$ cat src/hdl/pat_pkg.sv
package pat_pkg;

    // Field widths.
    localparam int ACTION_W  = 2;
    localparam int TIME_W    = 32;
    localparam int VALUE_W   = 10;
    localparam int DIVIDER_W = 8;
    localparam int FAIL_W    = 4;
    localparam int BLINK_W   = 3;

    // Configuration port.
    localparam int CFG_W     = 10;
    localparam int CFG_IDX_W = 2;

    // Register indexes.
    localparam logic [CFG_IDX_W-1:0] REG_SYNC    = 2'd0;
    localparam logic [CFG_IDX_W-1:0] REG_DISABLE = 2'd1;
    localparam logic [CFG_IDX_W-1:0] REG_DIVIDER = 2'd2;

    // Register reset values.
    localparam logic [VALUE_W-1:0]   SYNC_RESET    = 10'd999;
    localparam logic [VALUE_W-1:0]   DISABLE_RESET = 10'd998;
    localparam logic [DIVIDER_W-1:0] DIVIDER_RESET = 8'd1;

    // Action codes.
    localparam logic [ACTION_W-1:0] ACT_QUERY  = 2'd0;
    localparam logic [ACTION_W-1:0] ACT_ACCEPT = 2'd1;
    localparam logic [ACTION_W-1:0] ACT_REJECT = 2'd2;

    // Digit-serial datapath: 4-bit digits, least significant first.
    localparam int DIGIT_W    = 4;
    localparam int NUM_DIGITS = TIME_W / DIGIT_W;

    // Credit in seconds: value * 86400 fits in 27 bits.
    localparam int CREDIT_W = 27;
    localparam int CNT_W    = $clog2(CREDIT_W);
    localparam int DAY_W    = 17;
    localparam logic [DAY_W-1:0] SECONDS_PER_DAY = 17'(3600 * 24);

    // Failure lockout.
    localparam logic [FAIL_W-1:0] FAIL_CAP  = 4'd9;
    localparam logic [TIME_W-1:0] LOCK_BASE = 32'd60;

    // Blink codes.
    localparam logic [BLINK_W-1:0] BLINK_NONE    = 3'd0;
    localparam logic [BLINK_W-1:0] BLINK_CREDIT  = 3'd2;
    localparam logic [BLINK_W-1:0] BLINK_SYNC    = 3'd3;
    localparam logic [BLINK_W-1:0] BLINK_DISABLE = 3'd5;

    // What the current request does.
    typedef enum logic [2:0] {
        KIND_QUERY,
        KIND_REJECT,
        KIND_SYNC,
        KIND_DISABLE,
        KIND_CREDIT
    } pat_kind_t;

    typedef enum logic [1:0] {
        ST_IDLE,
        ST_DIV,
        ST_ADD,
        ST_DONE
    } pat_state_t;

    typedef struct packed {
        logic [ACTION_W-1:0] action;
        logic [TIME_W-1:0]   now_seconds;
        logic [VALUE_W-1:0]  token_value;
        logic                count_is_odd;
    } pat_in_t;

    typedef struct packed {
        logic               active;
        logic               entry_allowed;
        logic [BLINK_W-1:0] blink_count;
        logic               store_request;
        logic [FAIL_W-1:0]  failure_level;
    } pat_out_t;

endpackage

$ cat src/hdl/prepaid_activation_timer.sv
// Prepaid activation timer. Each request carries the current time and a status query, an
// accepted token or a rejected token; each request yields exactly one result. A request is
// taken only in the idle state and passes through the divide, add and done states before
// the next one is taken: the bit-serial restoring divider turns value * 86400 into seconds of
// credit (one quotient bit per cycle, in parallel with a digit-serial compare of the old expiry
// against the current time), the 4-bit digit-serial adder and comparators update the expiry or
// lockout time, the result is handed to the output register, and the block returns to idle,
// where the next request is taken.
// The output register lets a new request enter while the previous result still waits; that
// request then holds in its last cycle until the output register is free.
// Configuration writes are applied at once and must only be made while the block is idle.
module prepaid_activation_timer (
    input  logic                          aclk,
    input  logic                          aresetn,
    input  logic                          s_valid,
    output logic                          s_ready,
    input  pat_pkg::pat_in_t              s_data,
    output logic                          m_valid,
    input  logic                          m_ready,
    output pat_pkg::pat_out_t             m_data,
    input  logic                          cfg_we,
    input  logic [pat_pkg::CFG_IDX_W-1:0] cfg_index,
    input  logic [pat_pkg::CFG_W-1:0]     cfg_wdata
);
    import pat_pkg::*;

    // Control state.
    pat_state_t state_reg, state_next;
    logic [CNT_W-1:0] cnt_reg, cnt_next;
    pat_kind_t kind_reg, kind_next;
    logic odd_reg, odd_next;
    logic m_valid_reg, m_valid_next;

    // Configuration registers.
    logic [VALUE_W-1:0]   sync_reg, sync_next;
    logic [VALUE_W-1:0]   disable_reg, disable_next;
    logic [DIVIDER_W-1:0] divider_reg, divider_next;

    // Persistent state.
    logic [FAIL_W-1:0] fail_reg, fail_next;
    logic [TIME_W-1:0] lock_reg, lock_next;
    logic [TIME_W-1:0] expiry_reg, expiry_next;
    logic              meter_reg, meter_next;

    // Datapath.
    logic [TIME_W-1:0]    now_reg, now_next;
    logic [CREDIT_W-1:0]  dvd_reg, dvd_next;
    logic [DIVIDER_W-1:0] rem_reg, rem_next;
    logic [TIME_W-1:0]    addend_reg, addend_next;
    logic                 carry_reg, carry_next;
    logic                 exp_lt_reg, exp_lt_next;
    logic                 exp_gt_reg, exp_gt_next;
    logic                 lock_gt_reg, lock_gt_next;
    pat_out_t             m_data_reg, m_data_next;

    logic [DIVIDER_W-1:0] divisor;
    logic [DIVIDER_W:0]   trial;
    logic                 trial_ge;
    logic [TIME_W-1:0]    lock_addend;
    logic [DIGIT_W-1:0]   now_d, exp_d, lock_d, add_d, base_d, new_exp_d, new_lock_d;
    logic [DIGIT_W:0]     sum_d;

    // A divider of zero counts as one.
    assign divisor = (divider_reg == '0) ? DIVIDER_W'(1) : divider_reg;

    // One restoring division step.
    assign trial    = {rem_reg, dvd_reg[CREDIT_W-1]};
    assign trial_ge = (trial >= {1'b0, divisor});

    // Lockout length after the failure count has been updated.
    assign lock_addend = LOCK_BASE << fail_reg;

    // Digit-serial add: the lowest digits of the rotating registers.
    assign now_d  = now_reg[DIGIT_W-1:0];
    assign exp_d  = expiry_reg[DIGIT_W-1:0];
    assign lock_d = lock_reg[DIGIT_W-1:0];
    assign add_d  = addend_reg[DIGIT_W-1:0];

    // Set time starts from now; add time starts from the later of now and the old expiry.
    always_comb begin
        if (kind_reg == KIND_REJECT || odd_reg || exp_lt_reg) begin
            base_d = now_d;
        end else begin
            base_d = exp_d;
        end
    end

    assign sum_d      = {1'b0, base_d} + {1'b0, add_d} + {{DIGIT_W{1'b0}}, carry_reg};
    assign new_exp_d  = (kind_reg == KIND_CREDIT) ? sum_d[DIGIT_W-1:0] : exp_d;
    assign new_lock_d = (kind_reg == KIND_REJECT) ? sum_d[DIGIT_W-1:0] : lock_d;

    assign s_ready = (state_reg == ST_IDLE);
    assign m_valid = m_valid_reg;
    assign m_data  = m_data_reg;

    // State register and the other registers that have a reset.
    always_ff @(posedge aclk) begin
        if (!aresetn) begin
            state_reg   <= ST_IDLE;
            cnt_reg     <= '0;
            kind_reg    <= KIND_QUERY;
            m_valid_reg <= 1'b0;
            sync_reg    <= SYNC_RESET;
            disable_reg <= DISABLE_RESET;
            divider_reg <= DIVIDER_RESET;
            fail_reg    <= '0;
            lock_reg    <= '0;
            expiry_reg  <= '0;
            meter_reg   <= 1'b1;
        end else begin
            state_reg   <= state_next;
            cnt_reg     <= cnt_next;
            kind_reg    <= kind_next;
            m_valid_reg <= m_valid_next;
            sync_reg    <= sync_next;
            disable_reg <= disable_next;
            divider_reg <= divider_next;
            fail_reg    <= fail_next;
            lock_reg    <= lock_next;
            expiry_reg  <= expiry_next;
            meter_reg   <= meter_next;
        end
    end

    // Payload registers need no reset.
    always_ff @(posedge aclk) begin
        odd_reg     <= odd_next;
        now_reg     <= now_next;
        dvd_reg     <= dvd_next;
        rem_reg     <= rem_next;
        addend_reg  <= addend_next;
        carry_reg   <= carry_next;
        exp_lt_reg  <= exp_lt_next;
        exp_gt_reg  <= exp_gt_next;
        lock_gt_reg <= lock_gt_next;
        m_data_reg  <= m_data_next;
    end

    // Next state and datapath control.
    always_comb begin
        state_next   = state_reg;
        cnt_next     = cnt_reg;
        kind_next    = kind_reg;
        odd_next     = odd_reg;
        m_valid_next = m_valid_reg & ~m_ready;
        sync_next    = sync_reg;
        disable_next = disable_reg;
        divider_next = divider_reg;
        fail_next    = fail_reg;
        lock_next    = lock_reg;
        expiry_next  = expiry_reg;
        meter_next   = meter_reg;
        now_next     = now_reg;
        dvd_next     = dvd_reg;
        rem_next     = rem_reg;
        addend_next  = addend_reg;
        carry_next   = carry_reg;
        exp_lt_next  = exp_lt_reg;
        exp_gt_next  = exp_gt_reg;
        lock_gt_next = lock_gt_reg;
        m_data_next  = m_data_reg;

        // Configuration writes.
        if (cfg_we) begin
            case (cfg_index)
                REG_SYNC:    sync_next    = cfg_wdata[VALUE_W-1:0];
                REG_DISABLE: disable_next = cfg_wdata[VALUE_W-1:0];
                REG_DIVIDER: divider_next = cfg_wdata[DIVIDER_W-1:0];
                default:     ;
            endcase
        end

        case (state_reg)
            // Take a request, decode it and update the narrow state at once.
            ST_IDLE: begin
                if (s_valid) begin
                    now_next    = s_data.now_seconds;
                    odd_next    = s_data.count_is_odd;
                    dvd_next    = CREDIT_W'(s_data.token_value) * CREDIT_W'(SECONDS_PER_DAY);
                    rem_next    = '0;
                    exp_lt_next = 1'b0;
                    cnt_next    = '0;
                    state_next  = ST_DIV;
                    case (s_data.action)
                        ACT_REJECT: begin
                            kind_next = KIND_REJECT;
                            fail_next = (fail_reg < FAIL_CAP) ? fail_reg + 1'b1 : FAIL_CAP;
                        end
                        ACT_ACCEPT: begin
                            fail_next = '0;
                            if (s_data.token_value == sync_reg) begin
                                kind_next = KIND_SYNC;
                            end else if (s_data.token_value == disable_reg) begin
                                kind_next  = KIND_DISABLE;
                                meter_next = 1'b0;
                            end else begin
                                kind_next  = KIND_CREDIT;
                                meter_next = 1'b1;
                            end
                        end
                        default: begin
                            kind_next = KIND_QUERY;
                        end
                    endcase
                end
            end

            // One quotient bit per cycle; the first passes also compare expiry with now.
            ST_DIV: begin
                rem_next = trial_ge ? DIVIDER_W'(trial - {1'b0, divisor})
                                    : trial[DIVIDER_W-1:0];
                dvd_next = {dvd_reg[CREDIT_W-2:0], trial_ge};
                if (cnt_reg < CNT_W'(NUM_DIGITS)) begin
                    exp_lt_next = (exp_d < now_d) | ((exp_d == now_d) & exp_lt_reg);
                    now_next    = {now_d, now_reg[TIME_W-1:DIGIT_W]};
                    expiry_next = {exp_d, expiry_reg[TIME_W-1:DIGIT_W]};
                end
                if (cnt_reg == CNT_W'(CREDIT_W - 1)) begin
                    cnt_next     = '0;
                    carry_next   = 1'b0;
                    exp_gt_next  = 1'b0;
                    lock_gt_next = 1'b0;
                    state_next   = ST_ADD;
                    if (kind_reg == KIND_REJECT) begin
                        addend_next = lock_addend;
                    end else if (kind_reg == KIND_CREDIT) begin
                        addend_next = TIME_W'(dvd_next);
                    end else begin
                        addend_next = '0;
                    end
                end else begin
                    cnt_next = cnt_reg + 1'b1;
                end
            end

            // One digit per cycle: add, then compare the new times with now.
            ST_ADD: begin
                carry_next   = sum_d[DIGIT_W];
                exp_gt_next  = (new_exp_d > now_d) | ((new_exp_d == now_d) & exp_gt_reg);
                lock_gt_next = (new_lock_d > now_d) | ((new_lock_d == now_d) & lock_gt_reg);
                now_next     = {now_d, now_reg[TIME_W-1:DIGIT_W]};
                expiry_next  = {new_exp_d, expiry_reg[TIME_W-1:DIGIT_W]};
                lock_next    = {new_lock_d, lock_reg[TIME_W-1:DIGIT_W]};
                addend_next  = {{DIGIT_W{1'b0}}, addend_reg[TIME_W-1:DIGIT_W]};
                if (cnt_reg == CNT_W'(NUM_DIGITS - 1)) begin
                    cnt_next   = '0;
                    state_next = ST_DONE;
                end else begin
                    cnt_next = cnt_reg + 1'b1;
                end
            end

            // Hand the result over once the output register is free.
            ST_DONE: begin
                if (!m_valid_reg || m_ready) begin
                    m_valid_next               = 1'b1;
                    m_data_next.active         = ~meter_reg | exp_gt_reg;
                    m_data_next.entry_allowed  = ~lock_gt_reg;
                    m_data_next.failure_level  = fail_reg;
                    m_data_next.store_request  = 1'b1;
                    case (kind_reg)
                        KIND_SYNC:    m_data_next.blink_count = BLINK_SYNC;
                        KIND_DISABLE: m_data_next.blink_count = BLINK_DISABLE;
                        KIND_CREDIT:  m_data_next.blink_count = BLINK_CREDIT;
                        default: begin
                            m_data_next.blink_count   = BLINK_NONE;
                            m_data_next.store_request = 1'b0;
                        end
                    endcase
                    state_next = ST_IDLE;
                end
            end

            default: begin
                state_next = ST_IDLE;
            end
        endcase
    end

endmodule

$ cat config.mk
export PLATFORM = sky130hd
export DESIGN_NAME = prepaid_activation_timer
export DESIGN_NICKNAME = d
export VERILOG_FILES = /design/src/hdl/pat_pkg.sv /design/src/hdl/prepaid_activation_timer.sv
export SDC_FILE = /design/constraint.sdc
export NUM_CORES = 1
export LEC_CHECK = 0
export BUFFER_PORTS_ARGS = -buffer_cell sky130_fd_sc_hd__buf_2
export CORE_ASPECT_RATIO = 1.5
export CORE_MARGIN = 2
export CORE_UTILIZATION = 50
export CTS_CLUSTER_SIZE = 12
export DETAILED_ROUTE_END_ITERATION = 12
export PLACE_DENSITY_LB_ADDON = 0.15
export SLEW_MARGIN = 20
export SYNTH_ARGS = -nofsm -noshare
export SYNTH_HDL_FRONTEND = slang
export SYNTH_SLANG_ARGS = --single-unit
$ cat constraint.sdc
create_clock -name aclk -period 5.7 [get_ports aclk]
set_input_delay 0.57 -clock aclk [delete_from_list [all_inputs] [get_ports aclk]]
set_output_delay 0.57 -clock aclk [all_outputs]
set_load 0.05 [all_outputs]
==> results of run 1 <==
## cell type report
type / count / area (um^2) / area share (%)
timing repair buffer: 84 / 448 / 3.40
tap: 315 / 394 / 2.99
multi-input combinational: 821 / 5910 / 44.8
inverter: 74 / 278 / 2.11
clock buffer: 39 / 701 / 5.32
clock inverter: 3 / 18.8 / 0.142
sequential: 217 / 5440 / 41.2
## power by group through the flow
stage | registers, mW | logic, mW | clock network, mW
3_3_place_gp | 2.50 | 2.38 | 0
6_report | 2.48 | 2.39 | 1.41
5_1_grt | 2.52 | 2.69 | 1.51
2_1_floorplan | 2.45 | 1.85 | 0
3_5_place_dp | 2.51 | 2.41 | 0
4_1_cts | 2.48 | 2.43 | 1.45
## critical path: cells and delay by family
family | cells | cell delay, ps
AOI/OAI and AO/OA | 5 | 1130
adders and majority gates | 6 | 2210
buffers and inverters | 3 | 320
and+or+nand+nor | 1 | 90
## worst paths after layout
path / startpoint / endpoint / slack [ps]
hold reg to reg: expiry_reg[29] / expiry_reg[29] / 450
setup / recovery: s_data[2] / dvd_reg[26] / 1600
hold / removal: s_data[0] / odd_reg / 270
setup reg to reg: kind_reg[0] / exp_gt_reg / 1980
## metal layers
| layer | GRT usage (%) | vias to the layer above | wire length (um) |
|---|---|---|---|
| li1 | - | 4200 | - |
| met1 | 23.1 | 3942 | 10300 |
| met2 | 38.1 | 139 | 13300 |
| met3 | 2.53 | 52 | 739 |
| met4 | 7.86 | 0 | 933 |
| met5 | 0 | - | 0 |
## cells in the mapped netlist, types with 2 or more instances
library cell  count  area share (%)
xnor2_1          18             1.3
clkbuf_1         37             1.2
o31ai_1           5            0.32
nand3_1          28             1.2
o21bai_1          2            0.13
nor3_1            9            0.38
dfxtp_1         108              18
nor2b_1          10            0.53
or2_2             3            0.16
or3_1             3            0.16
a221o_1           4            0.34
a221oi_1          2            0.15
nor4_1            6            0.32
nand4_1           5            0.27
mux2i_1          46             3.9
o211ai_1          4            0.26
nor2_1           78             2.5
mux2_1            3            0.29
a21oi_1          77             3.3
edfxtp_1        109              28
fa_1             16             2.7
buf_1             7            0.22
a31oi_1           8            0.43
a21o_1           11            0.70
a21boi_0          2            0.13
a22oi_1          12            0.77
nand2_1         170             5.4
xor2_1           24             1.8
nand2b_1          8            0.43
mux2_2           39             3.7
buf_2             6            0.26
a2bb2oi_1         2            0.15
and3_1           14            0.74
o21a_1            8            0.51
o21ai_0          41             1.7
and2_1           11            0.58
o21ai_1          12            0.51
ha_1            104              11
inv_1            73             2.3
or3b_1            2            0.15
a211oi_1          6            0.38
nor3b_1           2            0.13
nand3b_1          3            0.19
## through the flow
stage / power [mW] / cells / area [um^2] / hold slack [ps]
after floorplan: 4.30 / 1163 / 11800 / 432
after global placement: 4.87 / 1511 / 12500 / 438
after detailed placement: 4.92 / 1511 / 12500 / 445
after CTS: 6.36 / 1553 / 13200 / 264
after global routing: 6.72 / 1553 / 13200 / 258
final: 6.29 / 1553 / 13200 / 273
## cells by family after synthesis
family	share of synthesized area (%)
AND/OR/NAND/NOR	13.8
flip-flops	46.2
AO/OA/AOI/OAI	11.2
buffers and inverters	4.08
adder cells (fa/ha/maj)	13.8
XOR/XNOR	3.12
multiplexers	7.93
==> flow_metrics.tcl, run 1 <==
set metrics [dict create \
    status "complete, no violations" \
    globalRouteTotalUtil_pct 20.3 \
    grt_pass1_wl_mm 40.4 \
    avgSynthCellArea_um2 10.1 \
    antenna_found_initial 0 \
    cts_buffers 23 \
    syn_area_mm2 0.0118 \
    worst_slack_ps 1600 \
    max_stage_delay_ps 510 \
    ctsResizeCount 0 \
    start_kind "primary input" \
    whs_path_depth 1 \
    crit_type "in -> reg" \
    final_common_cell "nand2_1" \
    io_pins 74 \
    wire_per_inst_um 16.2 \
    setup_viol 0 \
    yosysWarnings 0 \
    switching_share_pct 35.3 \
    initial_core_util_pct 51.1 \
    cts-hold-fix-buffers 0 \
    synth-seq-cells 217 \
    insertion_delay_ps 510 \
    hpwlAfterDp_mm 18.3 \
    drv_cap 0 \
    cts_max_path_buffers 3 \
    comb_power_share_pct 38.1 \
    switchingPower_mw 2.22 \
    internal_power_mw 4.07 \
    coreArea_mm2 0.0231 \
    chipHeight_um 192 \
    post_cts_buffers 0 \
    path_clk_slew_ps 60 \
    synth_enable_flop_cells 109 \
    fin_skew_ps 14.3 \
    layout_common_cells "nand2_1, edfxtp_1, dfxtp_1, ha_1, nor2_1" \
    vias 8333 \
    clkPwrFrac_pct 22.5 \
    p_seq_share_pct 39.4 \
    peakVddDrop_uv 301 \
    h-tree-depth 1 \
    place.port_buffers 73 \
    gr-total-overflow 0 \
    gp_congestion 0.860 \
    drive_gt1_share_pct 14.1 \
    grt_pass1_vias 8225 \
    finalHoldViolations 0 \
    totalWireLength_mm 25.2 \
    ys_types 68 \
    slew_viol_final 0 \
    rr_worst_depth 14 \
    root_buffer "clkbuf_16" \
    rsz0062_at_grt "false" \
    critical_path_peak_fanout 6 \
    final_core_util_pct 57.2 \
    diodes 0 \
    rows 68 \
    slew_headroom_pct 31.2 \
    post-route-min-period_ps 4100 \
    die_w_um 129 \
    first_pass_iters 4 \
    worst_pin_slew_ps 1030 \
    nNetsFinal 1403 \
    numClockSinks 217 \
    cp_common_cell "ha_1" \
    p_per_area_mw_per_mm2 477 \
    critPathCaptureType "flop" \
    dp_worst_setup_slack_ps 1100 \
    cp.arrival_ps 4340 \
    cts_tree "built" \
    grt_max_degree 57 \
    synthCells 1163 \
    synth-seq-area-share_pct 46.2 \
    min-delay-path-class "in -> reg" \
    nFillCells 2061 \
    leakage_nw 5.41 \
    area_delta_synth_final_pct 11.9 \
    drt-vias-per-instance 5.37 \
    dieArea_mm2 0.0248 \
    synthFlopType "edfxtp_1" \
    cp_slowest_cell "fa_1" \
    crit_chain "buf_2 -> ha_1 -> inv_1 -> fa_1 -> fa_1 -> inv_1 -> ha_1 -> ha_1 -> ha_1 -> a21o_1 -> o21bai_1 -> a31o_2 -> a21o_1 -> a2111oi_2 -> nor3_1" \
    drt_iter0_drc 428 \
    post-route-period-util_pct 71.9 \
    fmax_mhz 244 \
    ant_nets 0 \
    synth_nets 1345 \
    tns_ps 0 \
    synthArstFlopShare_pct 0 \
    drcViolationCount 0 \
    critPathRequiredTime_ps 5940 \
]
(Power assumes the default switching activity.)
==> inputs of run 2 (changes only) <==
ABC_AREA = 1   (was default)
clock period = 4.3 ns   (was 5.7 ns; I/O delays follow)
==> flow_metrics.tcl, run 2 <==
set metrics [dict create \
    post_cts_buffers 0 \
    p_total_mw 8.63 \
    cp.arrival_ps 3860 \
    vias 9408 \
    final_common_cell "nand2_1" \
    path_clk_slew_ps 60 \
    initial_core_util_pct 50.6 \
    worst_pin_slew_ps 1060 \
    layoutNonFillerInstCount 1834 \
    yosys.area_share.simple_pct 20.7 \
    placedCellCount 1795 \
    synth_nets 1621 \
    fmax_mhz 274 \
    reg2reg_from "kind_reg[2]" \
    whs_endpoint "odd_reg" \
    p_per_area_mw_per_mm2 650 \
    globalRouteTotalUtil_pct 22.0 \
    diodes 0 \
    ant_nets 0 \
    synthArstFlopShare_pct 0 \
    chipHeight_um 193 \
    synthCells 1439 \
    finalHoldViolations 0 \
    slew_headroom_pct 29.0 \
    insertion_delay_ps 510 \
    status "complete, no violations" \
    die_w_um 130 \
    critPathBufInv 4 \
    area_delta_synth_final_pct 11.2 \
    regToRegSetupSlack_ps 840 \
    place.port_buffers 73 \
    critPathRequiredTime_ps 4510 \
    ctsResizeCount 0 \
    avgSynthCellArea_um2 8.29 \
    crit_type "in -> reg" \
    synth_enable_flop_cells 109 \
    synth_top_family_by_area "simple AND/OR/NAND/NOR gates" \
    root_buffer "clkbuf_16" \
    drt_iter0_drc 544 \
    synth-seq-area-share_pct 45.5 \
    nFillCells 2249 \
    yosysWarnings 0 \
    synth-seq-cells 217 \
    cp_slowest_cell "fa_1" \
    rsz0062_at_grt "false" \
    grt_pass1_wl_mm 44.9 \
    grt_max_degree 70 \
    rr_worst_depth 15 \
    totalWireLength_mm 27.3 \
    fin_skew_ps 20.9 \
    cts_max_path_buffers 3 \
    critPathCaptureType "flop" \
    antenna_found_initial 0 \
    first_pass_iters 5 \
    post-route-min-period_ps 3640 \
    whs_path_depth 1 \
    synth_compound_gate_area_share_pct 11.8 \
    post-route-period-util_pct 84.7 \
    critical_path_peak_fanout 7 \
    crit_family "adder cells" \
    yosysTopAreaCell "edfxtp_1" \
    h-tree-depth 1 \
    synthMuxAreaShare_pct 0 \
    synthFlopType "edfxtp_1" \
    drcViolationCount 0 \
    dieArea_mm2 0.0251 \
    grt_pass1_vias 9213 \
    ys_types 51 \
    tns_ps 0 \
    yosys-top-cells-area "edfxtp_1, dfxtp_1, nand2_1, ha_1, nor2_1" \
    drive_gt1_share_pct 8.98 \
    crit_chain "buf_2 -> ha_1 -> inv_1 -> fa_1 -> fa_1 -> inv_1 -> ha_1 -> ha_1 -> ha_1 -> nand2_1 -> inv_1 -> a21oi_1 -> nor2_1 -> nor2_1 -> nand3_1 -> nand3_1 -> o21ai_1" \
    numClockSinks 217 \
    min-delay-path-class "in -> reg" \
    cts_buffers 22 \
    cp_common_cell "ha_1" \
    coreArea_mm2 0.0236 \
    syn_area_mm2 0.0119 \
    cts-hold-fix-buffers 0 \
    hp-start "s_data[0]" \
    rows 69 \
    cts_tree "built" \
    synthAdderAreaFrac_pct 13.6 \
    start_kind "primary input" \
    gp_congestion 0.864 \
    synthXorXnorAreaFrac_pct 1.25 \
    yosys.cell_count.top_type "nand2_1" \
    slew_viol_final 0 \
    nNetsFinal 1682 \
    hpwlAfterDp_mm 19.9 \
    gr-total-overflow 0 \
    leakage_nw 6.32 \
    rr_endpoint "lock_gt_reg" \
    max_stage_delay_ps 510 \
    wire_per_inst_um 14.9 \
    setup_viol 0 \
    drv_cap 0 \
    layout_common_cells "nand2_1, nor2_1, inv_1, o21ai_0, edfxtp_1" \
    io_pins 74 \
    drt-vias-per-instance 5.13 \
    synth.cells.most_frequent "nand2_1, nor2_1, inv_1" \
    synth_top_area_share_pct 27.4 \
    peakVddDrop_uv 281 \
]
-- run 2: cell count changes after synthesis, moves of 39 or more --
cell | previous run | this run
mux2i_1 | 46 | 0
nor2_1 | 78 | 188
inv_1 | 73 | 165
nand2_1 | 170 | 349
o21ai_0 | 41 | 126
mux2_2 | 39 | 0
-- run 2: logic make-up after synthesis --
| kind of cell | count (synthesis) |
|---|---|
| compound gates | 252 |
| buf+inv | 217 |
| flops | 217 |
| fa+ha+maj | 120 |
| xor+xnor | 17 |
| simple gates | 616 |
-- run 2: stage by stage --
step                util (%)  hold WS (ps)  setup WS (ps)  area [um^2]
finish                  56.3           122            657        13300
global route            56.3           111            443        13300
CTS                     56.3           109            634        13300
detailed placement      53.5           461            167        12600
global placement        53.5           448            203        12600
floorplan                  -           431            222        11900
-- run 2: layer usage --
metal | track usage [%] | vias up | share of wire (%)
met2 | 40.2 | 142 | 52
met4 | 6.45 | 0 | 2.7
met5 | 0 | - | 0
li1 | - | 4850 | -
met3 | 2.32 | 48 | 2.9
met1 | 26.8 | 4368 | 42
-- run 2: report_power, final --
| part | leakage [nW] | total [mW] | switching, mW | internal [mW] |
|---|---|---|---|---|
| clock | 0.318 | 1.79 | 0.765 | 1.02 |
| sequential | 1.95 | 3.42 | 0.321 | 3.10 |
| combinational | 4.06 | 3.41 | 2.29 | 1.13 |
| total | 6.32 | 8.63 | 3.37 | 5.25 |
-- run 2: worst max-delay path by stage --
stage | from | cells past startpoint | end | slack, ps
finish | s_data[2] | 17 | dvd_reg[23] | 660
global route | s_data[2] | 15 | dvd_reg[18] | 440
CTS | state_reg[1] | 7 | expiry_reg[2] | 630
detailed placement | s_data[2] | 15 | dvd_reg[18] | 170
global placement | s_data[2] | 15 | dvd_reg[18] | 200
floorplan | state_reg[0] | 4 | exp_lt_reg | 220
-- run 2: worst reg2reg max path, stage by stage (launching register included) --
cell and delay, ps:
dfxtp_1 410, nor3_4 360, inv_2 160, nand2_1 220, nor2_1 60, a21oi_1 220
fa_1 210, inv_1 60, fa_1 470, inv_1 70, o21ai_0 240, ha_1 300
a21oi_1 150, o21ai_0 80, o21ai_0 150, inv_1 50
-- run 2: layout make-up --
type	count	area, um^2	area share, %
clock buffer	38	652	4.91
clock inverter	1	6.26	0.0471
inverter	170	638	4.81
multi-input combinational	1005	5690	42.9
sequential	217	5440	41.0
tap	319	399	3.01
timing repair buffer	84	448	3.38
